### config.mk
export PLATFORM = sky130hd
export DESIGN_NAME = scancode_set1_to_ascii_core_flat
export DESIGN_NICKNAME = d
export VERILOG_FILES = /design/src/rtl/core/sc2a_pkg.sv /design/src/rtl/core/sc2a_if.sv /design/src/rtl/core/sc2a_decode.sv /design/src/rtl/core/scancode_set1_to_ascii_core.sv /design/src/flat_wrapper.sv
export VERILOG_INCLUDE_DIRS = /design/src /design/src/rtl/core
export SDC_FILE = /design/constraint.sdc
export NUM_CORES = 1
export LEC_CHECK = 0
export BUFFER_PORTS_ARGS = -buffer_cell sky130_fd_sc_hd__buf_4
export CORE_ASPECT_RATIO = 2
export CORE_MARGIN = 4
export CORE_UTILIZATION = 30
export DETAILED_ROUTE_END_ITERATION = 7
export HOLD_SLACK_MARGIN = 0.12
export PLACE_DENSITY_LB_ADDON = 0.2
export SLEW_MARGIN = 20
export SYNTH_ARGS = -nofsm -noshare
export SYNTH_HDL_FRONTEND = slang
export SYNTH_SLANG_ARGS = --single-unit
export TNS_END_PERCENT = 20
### constraint.sdc
create_clock -name clk_i -period 2.7 [get_ports clk_i]
set_input_delay 0.135 -clock clk_i [delete_from_list [all_inputs] [get_ports clk_i]]
set_output_delay 0.135 -clock clk_i [all_outputs]
set_load 0.01 [all_outputs]
### src/rtl/core/scancode_set1_to_ascii_core_assert.svh
// ----------------------------------------------------------------------------
// Assertion macros for the scancode set 1 decoder core
// Clocked on clk_i, disabled while rst_ni is low; empty for synthesis.
// ----------------------------------------------------------------------------
`ifndef SCANCODE_SET1_TO_ASCII_CORE_ASSERT_SVH
`define SCANCODE_SET1_TO_ASCII_CORE_ASSERT_SVH

`ifndef SYNTHESIS
// property must hold at every clock edge outside reset
`define SC2A_ASSERT(label, prop) \
  label: assert property (@(posedge clk_i) disable iff (!rst_ni) (prop)) \
    else $error("sc2a assertion failed");
// expression must never be true outside reset
`define SC2A_ASSERT_NEVER(label, expr) \
  label: assert property (@(posedge clk_i) disable iff (!rst_ni) !(expr)) \
    else $error("sc2a forbidden condition seen");
`else
`define SC2A_ASSERT(label, prop)
`define SC2A_ASSERT_NEVER(label, expr)
`endif

`endif

### src/rtl/core/sc2a_pkg.sv
// ----------------------------------------------------------------------------
// sc2a_pkg
// Types, codes and key tables shared by the scancode set 1 decoder.
// ----------------------------------------------------------------------------
package sc2a_pkg;

  localparam int unsigned SCAN_W     = 8;
  localparam int unsigned CODE_W     = 8;
  localparam int unsigned KIND_W     = 3;
  localparam int unsigned CFG_IDX_W  = 1;
  localparam int unsigned CFG_DATA_W = 8;
  localparam int unsigned KEY_IDX_W  = 6;
  localparam int unsigned KEYMAP_LEN = 58;

  localparam logic [CODE_W-1:0] ARROW_UP_RST   = 8'd128;
  localparam logic [CODE_W-1:0] ARROW_DOWN_RST = 8'd129;

  // scancodes with a fixed meaning
  localparam logic [SCAN_W-1:0] SC_EXT_PREFIX = 8'hE0;
  localparam logic [SCAN_W-1:0] SC_LSHIFT_MK  = 8'h2A;
  localparam logic [SCAN_W-1:0] SC_RSHIFT_MK  = 8'h36;
  localparam logic [SCAN_W-1:0] SC_LSHIFT_BRK = 8'hAA;
  localparam logic [SCAN_W-1:0] SC_RSHIFT_BRK = 8'hB6;
  localparam logic [SCAN_W-1:0] SC_CTRL_MK    = 8'h1D;
  localparam logic [SCAN_W-1:0] SC_CTRL_BRK   = 8'h9D;
  localparam logic [SCAN_W-1:0] SC_PGUP       = 8'h49;
  localparam logic [SCAN_W-1:0] SC_PGDN       = 8'h51;
  localparam logic [SCAN_W-1:0] SC_UP         = 8'h48;
  localparam logic [SCAN_W-1:0] SC_DOWN       = 8'h50;

  localparam logic [CODE_W-1:0] CTRL_MASK = 8'h1F;

  typedef enum logic [KIND_W-1:0] {
    KIND_NONE  = 3'd0,
    KIND_CHAR  = 3'd1,
    KIND_UP    = 3'd2,
    KIND_DOWN  = 3'd3,
    KIND_PGUP  = 3'd4,
    KIND_PGDN  = 3'd5
  } result_kind_e;

  typedef enum logic [CFG_IDX_W-1:0] {
    CFG_ARROW_UP   = 1'b0,
    CFG_ARROW_DOWN = 1'b1
  } cfg_idx_e;

  typedef struct packed {
    logic shift;
    logic ctrl;
    logic ext;
  } flags_t;

  typedef struct packed {
    result_kind_e       kind;
    logic [CODE_W-1:0]  code;
  } result_t;

  // US layout, padded to 64 entries with zeros past the last key
  localparam logic [CODE_W-1:0] PLAIN_MAP [2**KEY_IDX_W] = '{
    8'h00, 8'h1B, 8'h31, 8'h32, 8'h33, 8'h34, 8'h35, 8'h36,
    8'h37, 8'h38, 8'h39, 8'h30, 8'h2D, 8'h3D, 8'h08, 8'h09,
    8'h71, 8'h77, 8'h65, 8'h72, 8'h74, 8'h79, 8'h75, 8'h69,
    8'h6F, 8'h70, 8'h5B, 8'h5D, 8'h0A, 8'h00, 8'h61, 8'h73,
    8'h64, 8'h66, 8'h67, 8'h68, 8'h6A, 8'h6B, 8'h6C, 8'h3B,
    8'h27, 8'h60, 8'h00, 8'h5C, 8'h7A, 8'h78, 8'h63, 8'h76,
    8'h62, 8'h6E, 8'h6D, 8'h2C, 8'h2E, 8'h2F, 8'h00, 8'h2A,
    8'h00, 8'h20, 8'h00, 8'h00, 8'h00, 8'h00, 8'h00, 8'h00
  };

  localparam logic [CODE_W-1:0] SHIFT_MAP [2**KEY_IDX_W] = '{
    8'h00, 8'h1B, 8'h21, 8'h40, 8'h23, 8'h24, 8'h25, 8'h5E,
    8'h26, 8'h2A, 8'h28, 8'h29, 8'h5F, 8'h2B, 8'h08, 8'h09,
    8'h51, 8'h57, 8'h45, 8'h52, 8'h54, 8'h59, 8'h55, 8'h49,
    8'h4F, 8'h50, 8'h7B, 8'h7D, 8'h0A, 8'h00, 8'h41, 8'h53,
    8'h44, 8'h46, 8'h47, 8'h48, 8'h4A, 8'h4B, 8'h4C, 8'h3A,
    8'h22, 8'h7E, 8'h00, 8'h7C, 8'h5A, 8'h58, 8'h43, 8'h56,
    8'h42, 8'h4E, 8'h4D, 8'h3C, 8'h3E, 8'h3F, 8'h00, 8'h2A,
    8'h00, 8'h20, 8'h00, 8'h00, 8'h00, 8'h00, 8'h00, 8'h00
  };

endpackage

### src/rtl/core/sc2a_if.sv
// ----------------------------------------------------------------------------
// sc2a channel interfaces
// Valid/ready channels for scancode bytes in and decoded results out.
// ----------------------------------------------------------------------------
interface sc2a_scan_if;
  logic                           valid;
  logic                           ready;
  logic [sc2a_pkg::SCAN_W-1:0]    scan_byte;

  modport source (output valid, output scan_byte, input ready);
  modport sink   (input valid, input scan_byte, output ready);
endinterface

interface sc2a_result_if;
  logic                           valid;
  logic                           ready;
  logic [sc2a_pkg::KIND_W-1:0]    result_kind;
  logic [sc2a_pkg::CODE_W-1:0]    char_code;

  modport source (output valid, output result_kind, output char_code, input ready);
  modport sink   (input valid, input result_kind, input char_code, output ready);
endinterface

### src/rtl/core/sc2a_decode.sv
// ----------------------------------------------------------------------------
// sc2a_decode
// One-byte decode step: result for the byte and the next modifier flags.
// ----------------------------------------------------------------------------
module sc2a_decode (
  input  logic [sc2a_pkg::SCAN_W-1:0] scan_byte_i,
  input  sc2a_pkg::flags_t            flags_i,
  input  logic [sc2a_pkg::CODE_W-1:0] arrow_up_i,
  input  logic [sc2a_pkg::CODE_W-1:0] arrow_down_i,
  output sc2a_pkg::flags_t            flags_o,
  output sc2a_pkg::result_t           result_o
);

  logic                          handled;
  logic [sc2a_pkg::CODE_W-1:0]   key_char;
  logic [sc2a_pkg::KEY_IDX_W-1:0] key_idx;

  assign key_idx  = scan_byte_i[sc2a_pkg::KEY_IDX_W-1:0];
  assign key_char = flags_i.shift ? sc2a_pkg::SHIFT_MAP[key_idx]
                                  : sc2a_pkg::PLAIN_MAP[key_idx];

  always_comb begin
    flags_o  = flags_i;
    result_o = '{kind: sc2a_pkg::KIND_NONE, code: '0};
    handled  = 1'b0;

    if (scan_byte_i == sc2a_pkg::SC_EXT_PREFIX) begin
      flags_o.ext = 1'b1;
      handled     = 1'b1;
    end else if (flags_i.ext) begin
      flags_o.ext = 1'b0;
      // extended releases are dropped; unknown extended presses fall through
      if (scan_byte_i[sc2a_pkg::SCAN_W-1]) begin
        handled = 1'b1;
      end else begin
        case (scan_byte_i)
          sc2a_pkg::SC_PGUP: begin
            result_o.kind = sc2a_pkg::KIND_PGUP;
            handled       = 1'b1;
          end
          sc2a_pkg::SC_PGDN: begin
            result_o.kind = sc2a_pkg::KIND_PGDN;
            handled       = 1'b1;
          end
          sc2a_pkg::SC_UP: begin
            result_o = '{kind: sc2a_pkg::KIND_UP, code: arrow_up_i};
            handled  = 1'b1;
          end
          sc2a_pkg::SC_DOWN: begin
            result_o = '{kind: sc2a_pkg::KIND_DOWN, code: arrow_down_i};
            handled  = 1'b1;
          end
          default: handled = 1'b0;
        endcase
      end
    end

    if (!handled) begin
      case (scan_byte_i) inside
        sc2a_pkg::SC_LSHIFT_MK, sc2a_pkg::SC_RSHIFT_MK:   flags_o.shift = 1'b1;
        sc2a_pkg::SC_LSHIFT_BRK, sc2a_pkg::SC_RSHIFT_BRK: flags_o.shift = 1'b0;
        sc2a_pkg::SC_CTRL_MK:                             flags_o.ctrl  = 1'b1;
        sc2a_pkg::SC_CTRL_BRK:                            flags_o.ctrl  = 1'b0;
        default: begin
          if (!scan_byte_i[sc2a_pkg::SCAN_W-1] &&
              (scan_byte_i < sc2a_pkg::SCAN_W'(sc2a_pkg::KEYMAP_LEN)) &&
              (key_char != '0)) begin
            result_o.kind = sc2a_pkg::KIND_CHAR;
            result_o.code = key_char;
            // ctrl folds letters to 1..26
            if (flags_i.ctrl && (key_char inside {[8'h61:8'h7A], [8'h41:8'h5A]})) begin
              result_o.code = key_char & sc2a_pkg::CTRL_MASK;
            end
          end
        end
      endcase
    end
  end

endmodule

### src/rtl/core/scancode_set1_to_ascii_core.sv
// ----------------------------------------------------------------------------
// scancode_set1_to_ascii_core
// Scancode set 1 byte stream to characters, arrow and page events.
// ----------------------------------------------------------------------------
//
//  channel     dir  payload                     transfer
//  ----------  ---  --------------------------  -------------------
//  scan_if     in   scan_byte[7:0]              valid & ready
//  result_if   out  result_kind[2:0], char_code  valid & ready
//  cfg         in   cfg_idx_i, cfg_wdata_i      cfg_we_i (no ready)
//
//  A byte is held in the input register, then the table decode loads the
//  result register and raises result valid; the input transfer and the
//  result transfer are separated by both registers. Throughput is one byte
//  per cycle while the result port does not stall; the decode stage moves
//  whenever the result register is empty or is being drained in the same cycle.
//  Reset clears valids and modifier flags and sets the arrow codes (128 / 129).
//  A stalled result port backs up into the input register, then scan_if.
//
module scancode_set1_to_ascii_core (
  input  logic                               clk_i,
  input  logic                               rst_ni,
  sc2a_scan_if.sink                          scan_if,
  sc2a_result_if.source                      result_if,
  input  logic                               cfg_we_i,
  input  logic [sc2a_pkg::CFG_IDX_W-1:0]     cfg_idx_i,
  input  logic [sc2a_pkg::CFG_DATA_W-1:0]    cfg_wdata_i
);

  `include "scancode_set1_to_ascii_core_assert.svh"

  // input stage
  logic                          in_vld_q;
  logic [sc2a_pkg::SCAN_W-1:0]   in_byte_q;
  // result stage
  logic                          out_vld_q;
  sc2a_pkg::result_t             out_res_q;
  sc2a_pkg::result_t             dec_res;
  // modifier state, advanced only when a byte moves into the result stage
  sc2a_pkg::flags_t              flags_q;
  sc2a_pkg::flags_t              flags_d;
  // configuration
  logic [sc2a_pkg::CODE_W-1:0]   arrow_up_q;
  logic [sc2a_pkg::CODE_W-1:0]   arrow_down_q;

  logic advance;
  logic in_xfer;
  logic out_xfer;

  assign out_xfer      = out_vld_q & result_if.ready;
  assign advance       = in_vld_q & (~out_vld_q | result_if.ready);
  assign scan_if.ready = ~in_vld_q | advance;
  assign in_xfer       = scan_if.valid & scan_if.ready;

  sc2a_decode u_decode (
    .scan_byte_i  (in_byte_q),
    .flags_i      (flags_q),
    .arrow_up_i   (arrow_up_q),
    .arrow_down_i (arrow_down_q),
    .flags_o      (flags_d),
    .result_o     (dec_res)
  );

  always_ff @(posedge clk_i or negedge rst_ni) begin
    if (!rst_ni) begin
      in_vld_q  <= 1'b0;
      out_vld_q <= 1'b0;
      flags_q   <= '0;
    end else begin
      if (in_xfer) begin
        in_vld_q <= 1'b1;
      end else if (advance) begin
        in_vld_q <= 1'b0;
      end
      if (advance) begin
        out_vld_q <= 1'b1;
        flags_q   <= flags_d;
      end else if (out_xfer) begin
        out_vld_q <= 1'b0;
      end
    end
  end

  // payload registers
  always_ff @(posedge clk_i) begin
    if (in_xfer) begin
      in_byte_q <= scan_if.scan_byte;
    end
    if (advance) begin
      out_res_q <= dec_res;
    end
  end

  // config writes must land only while idle (no hazard with the decode stage); the block does not enforce this
  always_ff @(posedge clk_i or negedge rst_ni) begin
    if (!rst_ni) begin
      arrow_up_q   <= sc2a_pkg::ARROW_UP_RST;
      arrow_down_q <= sc2a_pkg::ARROW_DOWN_RST;
    end else if (cfg_we_i) begin
      case (sc2a_pkg::cfg_idx_e'(cfg_idx_i))
        sc2a_pkg::CFG_ARROW_UP:   arrow_up_q   <= cfg_wdata_i;
        sc2a_pkg::CFG_ARROW_DOWN: arrow_down_q <= cfg_wdata_i;
        default: ;
      endcase
    end
  end

  assign result_if.valid       = out_vld_q;
  assign result_if.result_kind = out_res_q.kind;
  assign result_if.char_code   = out_res_q.code;

  // ---------------------------------------------------------------------------
  // assertions
  // ---------------------------------------------------------------------------
  `SC2A_ASSERT_NEVER(a_code_zero_no_char,
    out_vld_q && (out_res_q.code != '0) &&
    ((out_res_q.kind == sc2a_pkg::KIND_NONE) || (out_res_q.kind == sc2a_pkg::KIND_PGUP) ||
     (out_res_q.kind == sc2a_pkg::KIND_PGDN)))
  `SC2A_ASSERT(a_prefix_sets_ext,
    (advance && (in_byte_q == sc2a_pkg::SC_EXT_PREFIX)) |=> flags_q.ext)
  `SC2A_ASSERT(a_ext_consumed,
    (advance && flags_q.ext && (in_byte_q != sc2a_pkg::SC_EXT_PREFIX)) |=> !flags_q.ext)
  `SC2A_ASSERT(a_break_gives_none,
    (advance && in_byte_q[sc2a_pkg::SCAN_W-1]) |=> (out_res_q.kind == sc2a_pkg::KIND_NONE))

endmodule
### src/flat_wrapper.sv
// flat-port wrapper written by rule: the top's interface ports become plain ports
module scancode_set1_to_ascii_core_flat 
  (clk_i, rst_ni, cfg_we_i, cfg_idx_i, cfg_wdata_i, scan_if_valid, scan_if_scan_byte, scan_if_ready, result_if_valid, result_if_result_kind, result_if_char_code, result_if_ready);
  sc2a_scan_if scan_if_i ();
  sc2a_result_if result_if_i ();
  input  logic clk_i;
  input  logic rst_ni;
  input  logic cfg_we_i;
  input  logic [sc2a_pkg::CFG_IDX_W-1:0] cfg_idx_i;
  input  logic [sc2a_pkg::CFG_DATA_W-1:0] cfg_wdata_i;
  input wire logic [$bits(scan_if_i.valid)-1:0] scan_if_valid;
  input wire logic [$bits(scan_if_i.scan_byte)-1:0] scan_if_scan_byte;
  output wire logic [$bits(scan_if_i.ready)-1:0] scan_if_ready;
  output wire logic [$bits(result_if_i.valid)-1:0] result_if_valid;
  output wire logic [$bits(result_if_i.result_kind)-1:0] result_if_result_kind;
  output wire logic [$bits(result_if_i.char_code)-1:0] result_if_char_code;
  input wire logic [$bits(result_if_i.ready)-1:0] result_if_ready;
  assign scan_if_i.valid = scan_if_valid;
  assign scan_if_i.scan_byte = scan_if_scan_byte;
  assign scan_if_ready = scan_if_i.ready;
  assign result_if_valid = result_if_i.valid;
  assign result_if_result_kind = result_if_i.result_kind;
  assign result_if_char_code = result_if_i.char_code;
  assign result_if_i.ready = result_if_ready;
  scancode_set1_to_ascii_core u_core (.clk_i(clk_i), .rst_ni(rst_ni), .scan_if(scan_if_i), .result_if(result_if_i), .cfg_we_i(cfg_we_i), .cfg_idx_i(cfg_idx_i), .cfg_wdata_i(cfg_wdata_i));
endmodule
# ---- Yosys cells after proc, flatten, opt, wreduce, memory -nomap -nowiden
# Memory sizes are Yosys's and may differ from the RTL's.
# Index checks and enable logic that the tools add are counted.
# Widths: inputs -> output; s select.
dict set report totals {
  wordCells 90
  output_inout_bits 13
  n_memories 2
  ff_bits 40
  mem_bits_ro 1024
}
dict set report classes {
  n_reduce_logical 19
  eq_ne 11
  magnitude_cmp 6
  n_bitwise 12
  muxes 30
}
# memory depth word_bits rd rd_ports_with_merged_regs wr line
set memory_table {}
lappend memory_table {{(no name shown)} 64 8 1 0 0 sc2a_decode.sv:20} ;# : sc2a_pkg::PLAIN_MAP[key_idx];
lappend memory_table {{(no name shown)} 64 8 1 0 0 sc2a_decode.sv:19} ;# assign key_char = flags_i.shift ? sc2a_pkg::SHIFT_MAP[key_idx]
# cell count
set ops {}
lappend ops {{$mux 11} 9}
lappend ops {{$mux 8} 6}
lappend ops {{$eq 8x7->1 const B} 4}
lappend ops {{$eq 8x8->1 const B} 4}
lappend ops {{$eq 8x6->1 const B} 2}
lappend ops {{$ge 8x7->1 const B} 2}
lappend ops {{$le 8x7->1 const B} 2}
lappend ops {{$pmux 8 s2} 1}
lappend ops {{$mux 1} 13}
lappend ops {{$pmux 3 s4} 1}
lappend ops {{$reduce_bool 2->1} 5}
lappend ops {{$eq 8x5->1 const B} 1}
lappend ops {{$lt 8x6->1 const B} 1}
lappend ops {{$reduce_bool 8->1} 1}
lappend ops {{$ge 7x7->1 const B} 1}
lappend ops {{$not 6->7} 1}
lappend ops {{$not 1->1} 6}
lappend ops {{$logic_and 1x1->1} 5}
lappend ops {{$reduce_and 5->1} 1}
lappend ops {{$reduce_and 2->1} 2}
lappend ops {{$reduce_or 2->1} 2}
lappend ops {{$reduce_or 4->1} 1}
lappend ops {{$and 1x1->1} 3}
lappend ops {{$reduce_and 3->1} 1}
lappend ops {{2 further kinds} 3}

# ---- Logic depth before layout (Yosys ltp)
# Gate-level depths: netlist of the first run.
dict set report depth {
  word_depth 16
  ltp_mapped 11
}

# ---- Cells and area by module
# A second synthesis of the first run with hierarchy kept.
dict set report unflattened {
  cells_unflattened 308
  hier_area_um2 3021.6
}
# module seq_area_each_um2 cells_each area_per_inst_um2 instances
set modules_own_cells {}
lappend modules_own_cells {sc2a_decode 0.0 239 1606.5 1}
lappend modules_own_cells {scancode_set1_to_ascii_core 1099.8 69 1415.1 1}

# ---- Least setup slack after synthesis of the first run
# OpenSTA, ideal clock, no wires.
dict set report synth_timing {
  kind {flip-flop to flip-flop}
  from {register u_core.in_byte_q[1] (netlist bit)}
  to {register u_core.out_res_q, in the netlist u_core.result_if.char_code[6], data pin}
  path_buffers 2
  arrival_time_ns 2.698
  required_time_ns 2.540
  period_less_slack_ns 2.858
  setup_ns 0.160
  path_slack_ns -0.158
  path_stages_with_launch 12
  path_cell_list {edfxtp_1 buf_2 inv_1 ha_1 buf_4 inv_1 mux4_2 o311a_1 o22ai_2 nand2_1 a211o_1 a41oi_1}
}
# element line
set synth_rtl {}
lappend synth_rtl {{start, declared} scancode_set1_to_ascii_core.sv:34} ;# logic [sc2a_pkg::SCAN_W-1:0] in_byte_q;
lappend synth_rtl {{start signal, assigned} scancode_set1_to_ascii_core.sv:87} ;# in_byte_q <= scan_if.scan_byte;
lappend synth_rtl {{end signal, assigned} scancode_set1_to_ascii_core.sv:90} ;# out_res_q <= dec_res;
lappend synth_rtl {{end, declared} scancode_set1_to_ascii_core.sv:37} ;# sc2a_pkg::result_t out_res_q;

==> results of run 1 <==
power by group through the flow:
stage               clock, W  sequential, W  combinational, W
floorplan                  0       0.000758          0.000308
global placement           0       0.000763          0.000503
detailed placement         0       0.000763          0.000505
CTS                 0.000703       0.000752          0.000534
global route        0.000725       0.000759          0.000599
finish              0.000686       0.000753          0.000554
per-layer routing:
layer  global-route usage (%)  up-vias  part of all wire [%]
met3                    1.243       38                   2.8
met4                    11.20        0                   6.6
met5                        0        -                     0
met1                    15.97     1406                    32
li1                         -     1354                     -
met2                    33.03       92                    59
worst min path at each step:
stage	start	to	slack, ns
after floorplan	rst_ni	u_core.arrow_down_q[1]$_DFFE_PN0P_	-0.16
after global placement	rst_ni	u_core.arrow_down_q[4]$_DFFE_PN0P_	0.03
after detailed placement	rst_ni	u_core.arrow_up_q[4]$_DFFE_PN0P_	0.04
after CTS	result_if_ready	u_core.result_if.valid$_DFFE_PN0P_	0.14
after global routing	result_if_ready	u_core.result_if.valid$_DFFE_PN0P_	0.18
final	result_if_ready	u_core.result_if.valid$_DFFE_PN0P_	0.14
kinds of logic (layout without fill, tap and decap cells):
family          count (synthesis)  in the layout  share of synthesized area [%]
mux                            34             34                          11.94
simple gates                   98             98                          17.56
buf+inv                        42            120                          7.961
flops                          40             40                          34.99
compound gates                 92             92                          21.42
fa+ha+maj                      14             14                          5.573
xor+xnor                        2              2                         0.5574
Yosys cell counts, drive strengths merged, types with 3 or more instances:
master,instances
dfrtp,18
a21o,3
mux2,18
o2111ai,3
a22oi,10
or2b,6
o221ai,6
a211o,3
o21ai,14
a21oi,9
nor2,22
dfstp,3
nand2b,10
mux2i,15
a221oi,3
nand3,6
buf,18
inv,13
o2bb2ai,3
clkbuf,11
nand3b,5
o22ai,6
a41oi,3
a211oi,6
ha,14
edfxtp,19
nor2b,10
nor3,5
nand2,18
o211ai,6
per-stage QoR:
| step | setup TNS (ns) | cells | total power (W) | setup slack (ns) | cell area (sq um) |
|---|---|---|---|---|---|
| CTS | 0 | 531 | 0.001989 | 0.007402 | 4111 |
| global route | -0.1374 | 535 | 0.002083 | -0.06061 | 4184 |
| detailed placement | -0.09372 | 502 | 0.001269 | -0.05675 | 3720 |
| floorplan | -0.1985 | 322 | 0.001065 | -0.09290 | 3169 |
| finish | 0 | 535 | 0.001992 | 0.04584 | 4184 |
| global placement | -0.06850 | 502 | 0.001266 | -0.06850 | 3720 |
worst reg2reg max path, delay by kind of cell, from the launching register on:
kind | cells | cell delay, ns
AO/OA/AOI/OAI | 3 | 0.64
multiplexers | 1 | 0.44
flip-flops | 1 | 0.42
adder cells (fa/ha/maj) | 1 | 0.35
AND/OR/NAND/NOR | 2 | 0.32
buffers and inverters | 2 | 0.24
sequential cells by signal, summed over array words and instances (netlist names):
signal and cells:
u_core.arrow_down_q 8, u_core.flags_q 3, u_core.result_if.char_code 8, u_core.in_byte_q 8
u_core.arrow_up_q 8, u_core.result_if.result_kind 3, u_core.in_vld_q 1, u_core.result_if.valid 1
what timing repair did:
action	in CTS	in global routing
endpoints found under the hold margin	46	0
endpoints found under the setup margin	3	3
setup buffers	3	4
hold buffers	18	0
cloned	0	0
gates resized for setup	4	11
pin swaps	1	8
cell type report:
type	instances	area, sq um
inverters	13	52.55
multi-input cells	240	1859
flip-flops and latches	40	1100
repair buffers	99	825.8
fillers	1009	6031
clock buffers	8	177.7
well taps	135	168.9
==> metrics, run 1 <==
total power per unit cell area 476.2 nW/um^2; Area growth syn-to-layout 33.12%; outcome finished, final reports clean; flop2flop setup slack 0.05 ns; clock network latency to the later pin of the worst-skew pair 0.29 ns; critical-path cell list clkinvlp_4 -> ha_4 -> inv_2 -> mux4_2 -> o311a_1 -> o22ai_2 -> nand3b_1 -> or2_1 -> a41oi_1; DR vias 2,890; cell with the largest stage delay on the worst path sky130_fd_sc_hd__mux4_2; synthesis warning total 0; Post-layout nets 435; highest-count cells in the layout ignoring fill and taps 78 x sky130_fd_sc_hd__buf_4, 21 x sky130_fd_sc_hd__nor2_1, 19 x sky130_fd_sc_hd__edfxtp_1; total wirelength of the detailed-routed design 10.02 mm; leading cell type in the layout, fill and taps excluded sky130_fd_sc_hd__buf_4; die outline height 152.8 microns; initial antenna violation count 0; Setup CP Type register to register; fraction of power consumed by sequential logic 37.8%; cell family with most CP delay compound AO/OA/AOI/OAI gates; CTS H-Tree Depth 2; Clock Tree Root sky130_fd_sc_hd__clkbuf_16; min cycle time layout 2.654 ns; longest individual stage delay on the worst path 0.44 ns; Max rail drop VDD 0.5579 mV; I/O pin total 35; count of buffers inserted at the top-level ports 34; via count of the first global-routing pass 2,972; core region area 10,210 sq um; residual DRC count 0; Clock power frac 34.4%; share of layout cells above drive strength 1 33.75%; crit path from u_core.in_byte_q[1]$_DFFE_PP_; prevailing post-synth register cell sky130_fd_sc_hd__edfxtp_1; global-route wire length before repair 15.93 mm; maximum capacitance violations 0; Cell Rows 52; number of vias per cell after detailed routing 5.402; worst r2r src u_core.in_byte_q[1]$_DFFE_PP_; Startpoint Class register; routed wirelength normalized by instance count 18.73 microns; top cell type's share of synthesized area 18.15%; Min-Delay Path Class input port to register; area of the mapped netlist 3143 sq um; net count of the mapped netlist 358; synth top area cells sky130_fd_sc_hd__edfxtp_1 18%, sky130_fd_sc_hd__dfrtp_1 14%, sky130_fd_sc_hd__mux2_2 6.4%; skew final 0.004492 ns; final number of max-transition violations 0; capturing element of the worst setup path u_core.result_if.char_code[6]$_DFFE_PP_; mean area per synthesized cell 9.761 sq um; largest net degree at the start of global routing 41; total stage count of the critical path 9; synth unique cells 69; Post-synth EDFFs 19; final period utilization 98.30%; number of setup violations in the final report 0; net switching component of the power 0.0005597 W; DRC violation total after the first TritonRoute iteration 295; worst-margin pin slew 0.7823 ns; design internal power 0.001433 W; number of buffers created by CTS 5; maximum buffer depth of the clock tree 2; cell depth of the worst hold path 3; Die X 80.38 microns; count of nets left with antenna violations after detail routing 0; number of instances in the synthesized netlist 322; proportion of power drawn by combinational gates 27.8%; setup repair after global routing missed its margin true; leakage power figure 1.695 nW; total inserted antenna cells 0; Critical Path Fanout Max 6; clock tree from TritonCTS done; DIE AREA 12,280 sq um; flops & latches, synth 40; leading area contributor after synthesis sky130_fd_sc_hd__edfxtp_1; CTS sink cnt 40; data arrival time at the worst-slack endpoint 2.67 ns; Switching Share 28.09%; initial standard-cell utilization of the core 30.77%; required time of the critical path 2.72 ns; kind of end point of the critical path register; length in cells of the worst reg-to-reg path 9; worst max-slew margin expressed relative to the limit 47.74%; portion of the post-synthesis area used by sequential elements 34.99%; routability congestion estimate from global placement 0.9167; Highest Clock Rate 376.8 MHz; Post-Route Hold Slack 0.1367 ns; Fin. Hold Viols 0; First-pass DRT Iterations 4; worst reg2reg path endpoint u_core.result_if.char_code[6]$_DFFE_PP_; worst path bufs/invs 2; dpl hpwl 7.787 mm; overall routing resource usage 17.00%; fraction of synthesis flops using an asynchronous set or reset pin 52.50%; global-route congestion overflow total 0; final core utilization 40.96%; Clock transition at path regs 0.06 ns
(Power assumes the default switching activity.)
==> run 2: changes to the inputs <==
--- a/config.mk
+++ b/config.mk
@@ -13,6 +13,7 @@
 export DETAILED_ROUTE_END_ITERATION = 7
 export HOLD_SLACK_MARGIN = 0.12
 export PLACE_DENSITY_LB_ADDON = 0.2
+export REMOVE_ABC_BUFFERS = 1
 export SLEW_MARGIN = 20
 export SYNTH_ARGS = -nofsm -noshare
 export SYNTH_HDL_FRONTEND = slang
==> run 2 against run 1 <==
Compared with the run above:
- first-iteration DRC count is 24% lower
- clock skew down 0.0013 ns
- sequential share of layout area up 0.37 points
- clock power fell by 9.5%
- largest power group unchanged
==> metrics, run 2 (synthesized netlist as in run 1, its figures left out) <==
highest-count cells in the layout ignoring fill and taps 74 x sky130_fd_sc_hd__buf_4, 19 x sky130_fd_sc_hd__nor2_1, 19 x sky130_fd_sc_hd__edfxtp_1 (was 78 x sky130_fd_sc_hd__buf_4, 21 x sky130_fd_sc_hd__nor2_1, 19 x sky130_fd_sc_hd__edfxtp_1); setup repair after global routing missed its margin false (was true); DRC violation total after the first TritonRoute iteration 223 (was 295); flop2flop setup slack 0.07 ns (was 0.05 ns); Startpoint Class register (unchanged); Post-layout nets 432 (was 435); Setup CP Type register to register (unchanged); total inserted antenna cells 0 (unchanged); core region area 10,210 sq um (unchanged); length in cells of the worst reg-to-reg path 9 (unchanged); total wirelength of the detailed-routed design 10.45 mm (was 10.02 mm); Highest Clock Rate 380.7 MHz (was 376.8 MHz); initial standard-cell utilization of the core 30.77% (unchanged); CTS sink cnt 40 (unchanged); register cell area after layout 1100 sq um (unchanged); Max rail drop VDD 0.5240 mV (was 0.5579 mV); worst r2r src u_core.in_byte_q[1]$_DFFE_PP_ (unchanged); skew final 0.003158 ns (was 0.004492 ns); count of buffers inserted at the top-level ports 34 (unchanged); longest individual stage delay on the worst path 0.46 ns (was 0.44 ns); GR Layer Usage met1 15.13% (was 15.97%); dpl hpwl 8.265 mm (was 7.787 mm); initial antenna violation count 0 (unchanged); die outline height 152.8 microns (unchanged); First-pass DRT Iterations 4 (unchanged); residual DRC count 0 (unchanged); final period utilization 97.29% (was 98.30%); post-placement worst setup slack -0.06691 ns (was -0.05675 ns); via count of the first global-routing pass 3,051 (was 2,972); global-route wire length before repair 16.26 mm (was 15.93 mm); critical-path cell list buf_4 -> ha_2 -> nor2_2 -> mux4_2 -> o311a_1 -> o22ai_2 -> nand2_1 -> a211o_1 -> a41oi_1 (was clkinvlp_4 -> ha_4 -> inv_2 -> mux4_2 -> o311a_1 -> o22ai_2 -> nand3b_1 -> or2_1 -> a41oi_1); most used routing layer met2 (unchanged); CTS H-Tree Depth 2 (unchanged); final core utilization 40.38% (was 40.96%); Clock Tree Root sky130_fd_sc_hd__clkbuf_16 (unchanged); required time of the critical path 2.82 ns (was 2.72 ns); number of buffers created by CTS 5 (unchanged); Critical Path Fanout Max 12 (was 6); worst reg2reg path endpoint u_core.result_if.char_code[6]$_DFFE_PP_ (unchanged); worst max-slew margin expressed relative to the limit 44.51% (was 47.74%); maximum capacitance violations 0 (unchanged); min cycle time layout 2.627 ns (was 2.654 ns); Min-Delay Path Class input port to register (unchanged); routability congestion estimate from global placement 0.9109 (was 0.9167); leakage power figure 1.669 nW (was 1.695 nW); data arrival time at the worst-slack endpoint 2.74 ns (was 2.67 ns); clock tree from TritonCTS done (unchanged); Clock transition at path regs 0.06 ns (about the same); capturing element of the worst setup path u_core.result_if.char_code[6]$_DFFE_PP_ (unchanged); Multi-input gate area 1841 sq um (was 1859 sq um); Post-Layout Cell Count 532 (was 535); Cell Rows 52 (unchanged); maximum buffer depth of the clock tree 2 (unchanged); share of layout cells above drive strength 1 32.75% (was 33.75%); kind of end point of the critical path register (unchanged); total power per unit cell area 467.9 nW/um^2 (was 476.2 nW/um^2); DIE AREA 12,280 sq um (unchanged); met2 track demand over resource 34.45% (was 33.03%); Area growth syn-to-layout 31.25% (was 33.12%); worst setup margin 0.07326 ns (was 0.04584 ns); sum of internal, switching and leakage power 0.001930 W (was 0.001992 W); leading cell type in the layout, fill and taps excluded sky130_fd_sc_hd__buf_4 (unchanged); number of setup violations in the final report 0 (unchanged); outcome finished, final reports clean (unchanged); grt met3 use 1.657% (was 1.243%); count of nets left with antenna violations after detail routing 0 (unchanged); I/O pin total 35 (unchanged); DR vias 2,872 (was 2,890); overall routing resource usage 17.71% (was 17.00%); largest net degree at the start of global routing 46 (was 41); clock network latency to the later pin of the worst-skew pair 0.28 ns (was 0.29 ns); crit path from u_core.in_byte_q[1]$_DFFE_PP_ (unchanged); global-route congestion overflow total 0 (unchanged); routed wirelength normalized by instance count 19.64 microns (was 18.73 microns); number of vias per cell after detailed routing 5.398 (was 5.402); Fin. Hold Viols 0 (unchanged); cell with the largest stage delay on the worst path sky130_fd_sc_hd__mux4_2 (unchanged); Die X 80.38 microns (unchanged); final number of max-transition violations 0 (unchanged); FILL cells 1,029 (was 1,009); # placed instances 505 (was 502); worst-margin pin slew 0.8307 ns (was 0.7823 ns)
run 2: worst min-delay path by stage:
stage                    start  cells past startpoint  slack (ns)                                  to
2_1_floorplan           rst_ni                      0       -0.16  u_core.arrow_down_q[1]$_DFFE_PN0P_
3_3_place_gp            rst_ni                      1        0.03  u_core.arrow_down_q[1]$_DFFE_PN0P_
3_5_place_dp            rst_ni                      1        0.04  u_core.arrow_down_q[1]$_DFFE_PN0P_
4_1_cts        result_if_ready                      3        0.13  u_core.result_if.valid$_DFFE_PN0P_
5_1_grt        result_if_ready                      3        0.16  u_core.result_if.valid$_DFFE_PN0P_
6_report       result_if_ready                      3        0.14  u_core.result_if.valid$_DFFE_PN0P_
run 2: stage by stage:
step	hold WS, ns	setup TNS, ns	instance area (sq um)
after floorplan	-0.1606	-0.7277	2942
after global placement	0.03392	-0.01886	3726
after detailed placement	0.03847	-0.06691	3726
after CTS	0.1323	0	4081
after global routing	0.1612	0	4125
final	0.1389	0	4125
run 2: area by class of cell:
cell class	instances	area share, %
multi-input cells	240	44.62
flip-flops and latches	40	26.66
well taps	135	4.095
repair buffers	96	19.56
inverters	13	1.274
clock buffers	8	3.791
run 2: where the power goes:
group | switching (W) | internal, W
sequential | 0.0000450 | 0.000712
clock | 0.000228 | 0.000393
combinational | 0.000286 | 0.000266
run 2: per-layer routing:
metal / share of wire (%) / wire length, microns
met1: 30 / 3164
met2: 58 / 6061
met3: 2.9 / 304
met4: 8.8 / 918
met5: 0 / 0
run 2: worst max-delay path, delay by kind of cell (launching register included):
family                     cells  cell delay (ns)
AOI/OAI and AO/OA              4             1.00
adders and majority gates      1             0.30
buffers and inverters          1             0.21
DFF                            1             0.34
muxes                          1             0.46
and+or+nand+nor                2             0.15
run 2: timing repair:
action                                  in CTS  in global routing
endpoints found under the setup margin       1                  3
gates cloned                                 0                  0
resized for setup                            3                 14
setup buffers                                1                  0
pin swaps                                    1                  1
hold buffers                                18                  0
endpoints found under the hold margin       46                  0
==> run 3: changes to the inputs <==
==> constraint.sdc (replaced) <==
create_clock -name clk_i -period 2.6 [get_ports clk_i]
set_input_delay 0.13 -clock clk_i [delete_from_list [all_inputs] [get_ports clk_i]]
set_output_delay 0.13 -clock clk_i [all_outputs]
set_load 0.01 [all_outputs]
==> run 3 against run 2 <==
Compared with the run above:
- setup slack better by 0.0031 ns
- sequential power increased by 3.7%
- count of clock-buffer cells in the layout is 2 lower
- largest cell class unchanged
==> metrics, run 3 (synthesized netlist as in run 1, its figures left out) <==
outcome finished, final reports clean (unchanged); die outline height 152.8 microns (unchanged); clock network latency to the later pin of the worst-skew pair 0.28 ns (about the same); worst reg2reg path endpoint u_core.result_if.result_kind[0]$_DFFE_PP_ (was u_core.result_if.char_code[6]$_DFFE_PP_); leakage power figure 1.767 nW (was 1.669 nW); global-route congestion overflow total 0 (unchanged); Critical Path Fanout Max 12 (unchanged); First-pass DRT Iterations 4 (unchanged); instance area after placement 3801 sq um (was 3726 sq um); Cell Rows 52 (unchanged); Startpoint Class register (unchanged); count of buffers inserted at the top-level ports 34 (unchanged); capturing element of the worst setup path u_core.result_if.result_kind[0]$_DFFE_PP_ (was u_core.result_if.char_code[6]$_DFFE_PP_); Clock Tree Root sky130_fd_sc_hd__clkbuf_16 (unchanged); routability congestion estimate from global placement 0.8727 (was 0.9109); DRC violation total after the first TritonRoute iteration 192 (was 223); routed wirelength normalized by instance count 19.02 microns (was 19.64 microns); Design Area, Final 4437 sq um (was 4125 sq um); leading cell type in the layout, fill and taps excluded sky130_fd_sc_hd__buf_4 (unchanged); min cycle time layout 2.524 ns (was 2.627 ns); kind of end point of the critical path register (unchanged); CTS H-Tree Depth 2 (unchanged); wire length on met1 3.236 mm (was 3.164 mm); Multi-input gate area 2029 sq um (was 1841 sq um); data arrival time at the worst-slack endpoint 2.54 ns (was 2.74 ns); setup repair after global routing missed its margin true (was false); flop2flop setup slack 0.08 ns (was 0.07 ns); required time of the critical path 2.62 ns (was 2.82 ns); FILL cells 1,021 (was 1,029); total power per unit cell area 458.2 nW/um^2 (was 467.9 nW/um^2); total wirelength of the detailed-routed design 10.39 mm (was 10.45 mm); CTS sink cnt 40 (unchanged); sum of internal, switching and leakage power 0.002033 W (was 0.001930 W); dpl hpwl 8.154 mm (was 8.265 mm); crit path from u_core.in_byte_q[2]$_DFFE_PP_ (was u_core.in_byte_q[1]$_DFFE_PP_); worst max-slew margin expressed relative to the limit 50.12% (was 44.51%); final period utilization 97.06% (was 97.29%); initial standard-cell utilization of the core 30.77% (unchanged); Post-layout nets 446 (was 432); final number of max-transition violations 0 (unchanged); Die X 80.38 microns (unchanged); Clock transition at path regs 0.06 ns (about the same); Post-Route Hold Slack 0.1312 ns (was 0.1389 ns); Highest Clock Rate 396.3 MHz (was 380.7 MHz); Max rail drop VDD 0.4526 mV (was 0.5240 mV); number of buffers created by CTS 5 (unchanged); maximum buffer depth of the clock tree 2 (unchanged); overall routing resource usage 17.31% (was 17.71%); DR vias 2,924 (was 2,872); uppermost layer routed met4 (unchanged); highest-count cells in the layout ignoring fill and taps 85 x sky130_fd_sc_hd__buf_4, 19 x sky130_fd_sc_hd__nor2_1, 19 x sky130_fd_sc_hd__edfxtp_1 (was 74 x sky130_fd_sc_hd__buf_4, 19 x sky130_fd_sc_hd__nor2_1, 19 x sky130_fd_sc_hd__edfxtp_1); number of vias per cell after detailed routing 5.355 (was 5.398); amount of wire on met3 after detailed routing 259 microns (was 304 microns); length in cells of the worst reg-to-reg path 11 (was 9); global-route wire length before repair 16.17 mm (was 16.26 mm); worst-margin pin slew 0.7466 ns (was 0.8307 ns); Fin. Hold Viols 0 (unchanged); register cell area after layout 1100 sq um (unchanged); worst r2r src u_core.in_byte_q[2]$_DFFE_PP_ (was u_core.in_byte_q[1]$_DFFE_PP_); skew final 0.003594 ns (was 0.003158 ns); residual DRC count 0 (unchanged); DIE AREA 12,280 sq um (unchanged); I/O pin total 35 (unchanged); final core utilization 43.43% (was 40.38%); Min-Delay Path Class input port to register (unchanged); count of nets left with antenna violations after detail routing 0 (unchanged); initial antenna violation count 0 (unchanged); number of setup violations in the final report 0 (unchanged); total inserted antenna cells 0 (unchanged); cell depth of the worst hold path 3 (unchanged); routed length on met2 6.184 mm (was 6.061 mm); core region area 10,210 sq um (unchanged); via count of the first global-routing pass 3,099 (was 3,051); Setup CP Type register to register (unchanged); maximum capacitance violations 0 (unchanged); Area growth syn-to-layout 41.16% (was 31.25%); largest net degree at the start of global routing 46 (unchanged); clock tree from TritonCTS done (unchanged); share of layout cells above drive strength 1 40.88% (was 32.75%)
## run 3: cell types whose count changed in the layout (fill, tap and decap cells not counted), sizes merged
| cell | change |
|---|---|
| clkinv | +2 |
| inv | +1 |
| buf | +14 |
| clkbuf | -2 |
| clkinvlp | -1 |
## run 3: repair_timing
item,CTS,global route
resized for setup,16,45
endpoints found under the hold margin,46,0
pin swaps,4,25
gates cloned,0,0
hold buffers,18,0
setup buffers,1,5
setup endpoints to repair,3,4
## run 3: stage by stage
step	std cells	setup WS [ns]	TNS, ns
2_1_floorplan	293	-0.4109	-1.028
3_3_place_gp	515	-0.1282	-0.1558
3_5_place_dp	515	-0.1595	-0.1909
4_1_cts	542	0.0002354	0
5_1_grt	546	-0.03230	-0.05362
6_report	546	0.07634	0
## run 3: critical path: stages, from the launching register on
cell and delay, ns:
sky130_fd_sc_hd__edfxtp_1 0.36, sky130_fd_sc_hd__buf_4 0.18, sky130_fd_sc_hd__inv_2 0.08, sky130_fd_sc_hd__buf_4 0.22, sky130_fd_sc_hd__ha_1 0.21, sky130_fd_sc_hd__mux2_2 0.15, sky130_fd_sc_hd__nand2_1 0.06, sky130_fd_sc_hd__a211oi_1 0.28
sky130_fd_sc_hd__a21oi_1 0.08, sky130_fd_sc_hd__a21o_1 0.23, sky130_fd_sc_hd__nor4b_2 0.26, sky130_fd_sc_hd__o32ai_1 0.13
## run 3: layer usage
| layer | up-vias | GRT usage [%] |
|---|---|---|
| li1 | 1373 | - |
| met1 | 1432 | 15.40 |
| met2 | 75 | 34.02 |
| met3 | 44 | 1.538 |
| met4 | 0 | 12.09 |
| met5 | - | 0 |
## run 3: power breakdown
part           switching [W]  internal, W
Clock               0.000233     0.000378
Sequential         0.0000460     0.000739
Combinational       0.000317     0.000320
Total               0.000596      0.00144
## run 3: worst min path at each step
stage	endpoint	slack, ns	start
after global routing	u_core.result_if.valid$_DFFE_PN0P_	0.14	result_if_ready
after global placement	u_core.arrow_up_q[1]$_DFFE_PN0P_	0.03	rst_ni
after floorplan	u_core.arrow_down_q[1]$_DFFE_PN0P_	-0.17	rst_ni
after detailed placement	u_core.arrow_down_q[1]$_DFFE_PN0P_	0.03	rst_ni
final	u_core.result_if.valid$_DFFE_PN0P_	0.13	result_if_ready
after CTS	u_core.result_if.valid$_DFFE_PN0P_	0.13	result_if_ready
## run 3: cell type report
type	count	share of cell area (%)
repair buffers	110	21.09
clock inverters	2	0.2256
well taps	135	3.807
clock buffers	6	3.130
multi-input cells	240	45.74
flip-flops and latches	40	24.79
inverters	13	1.213
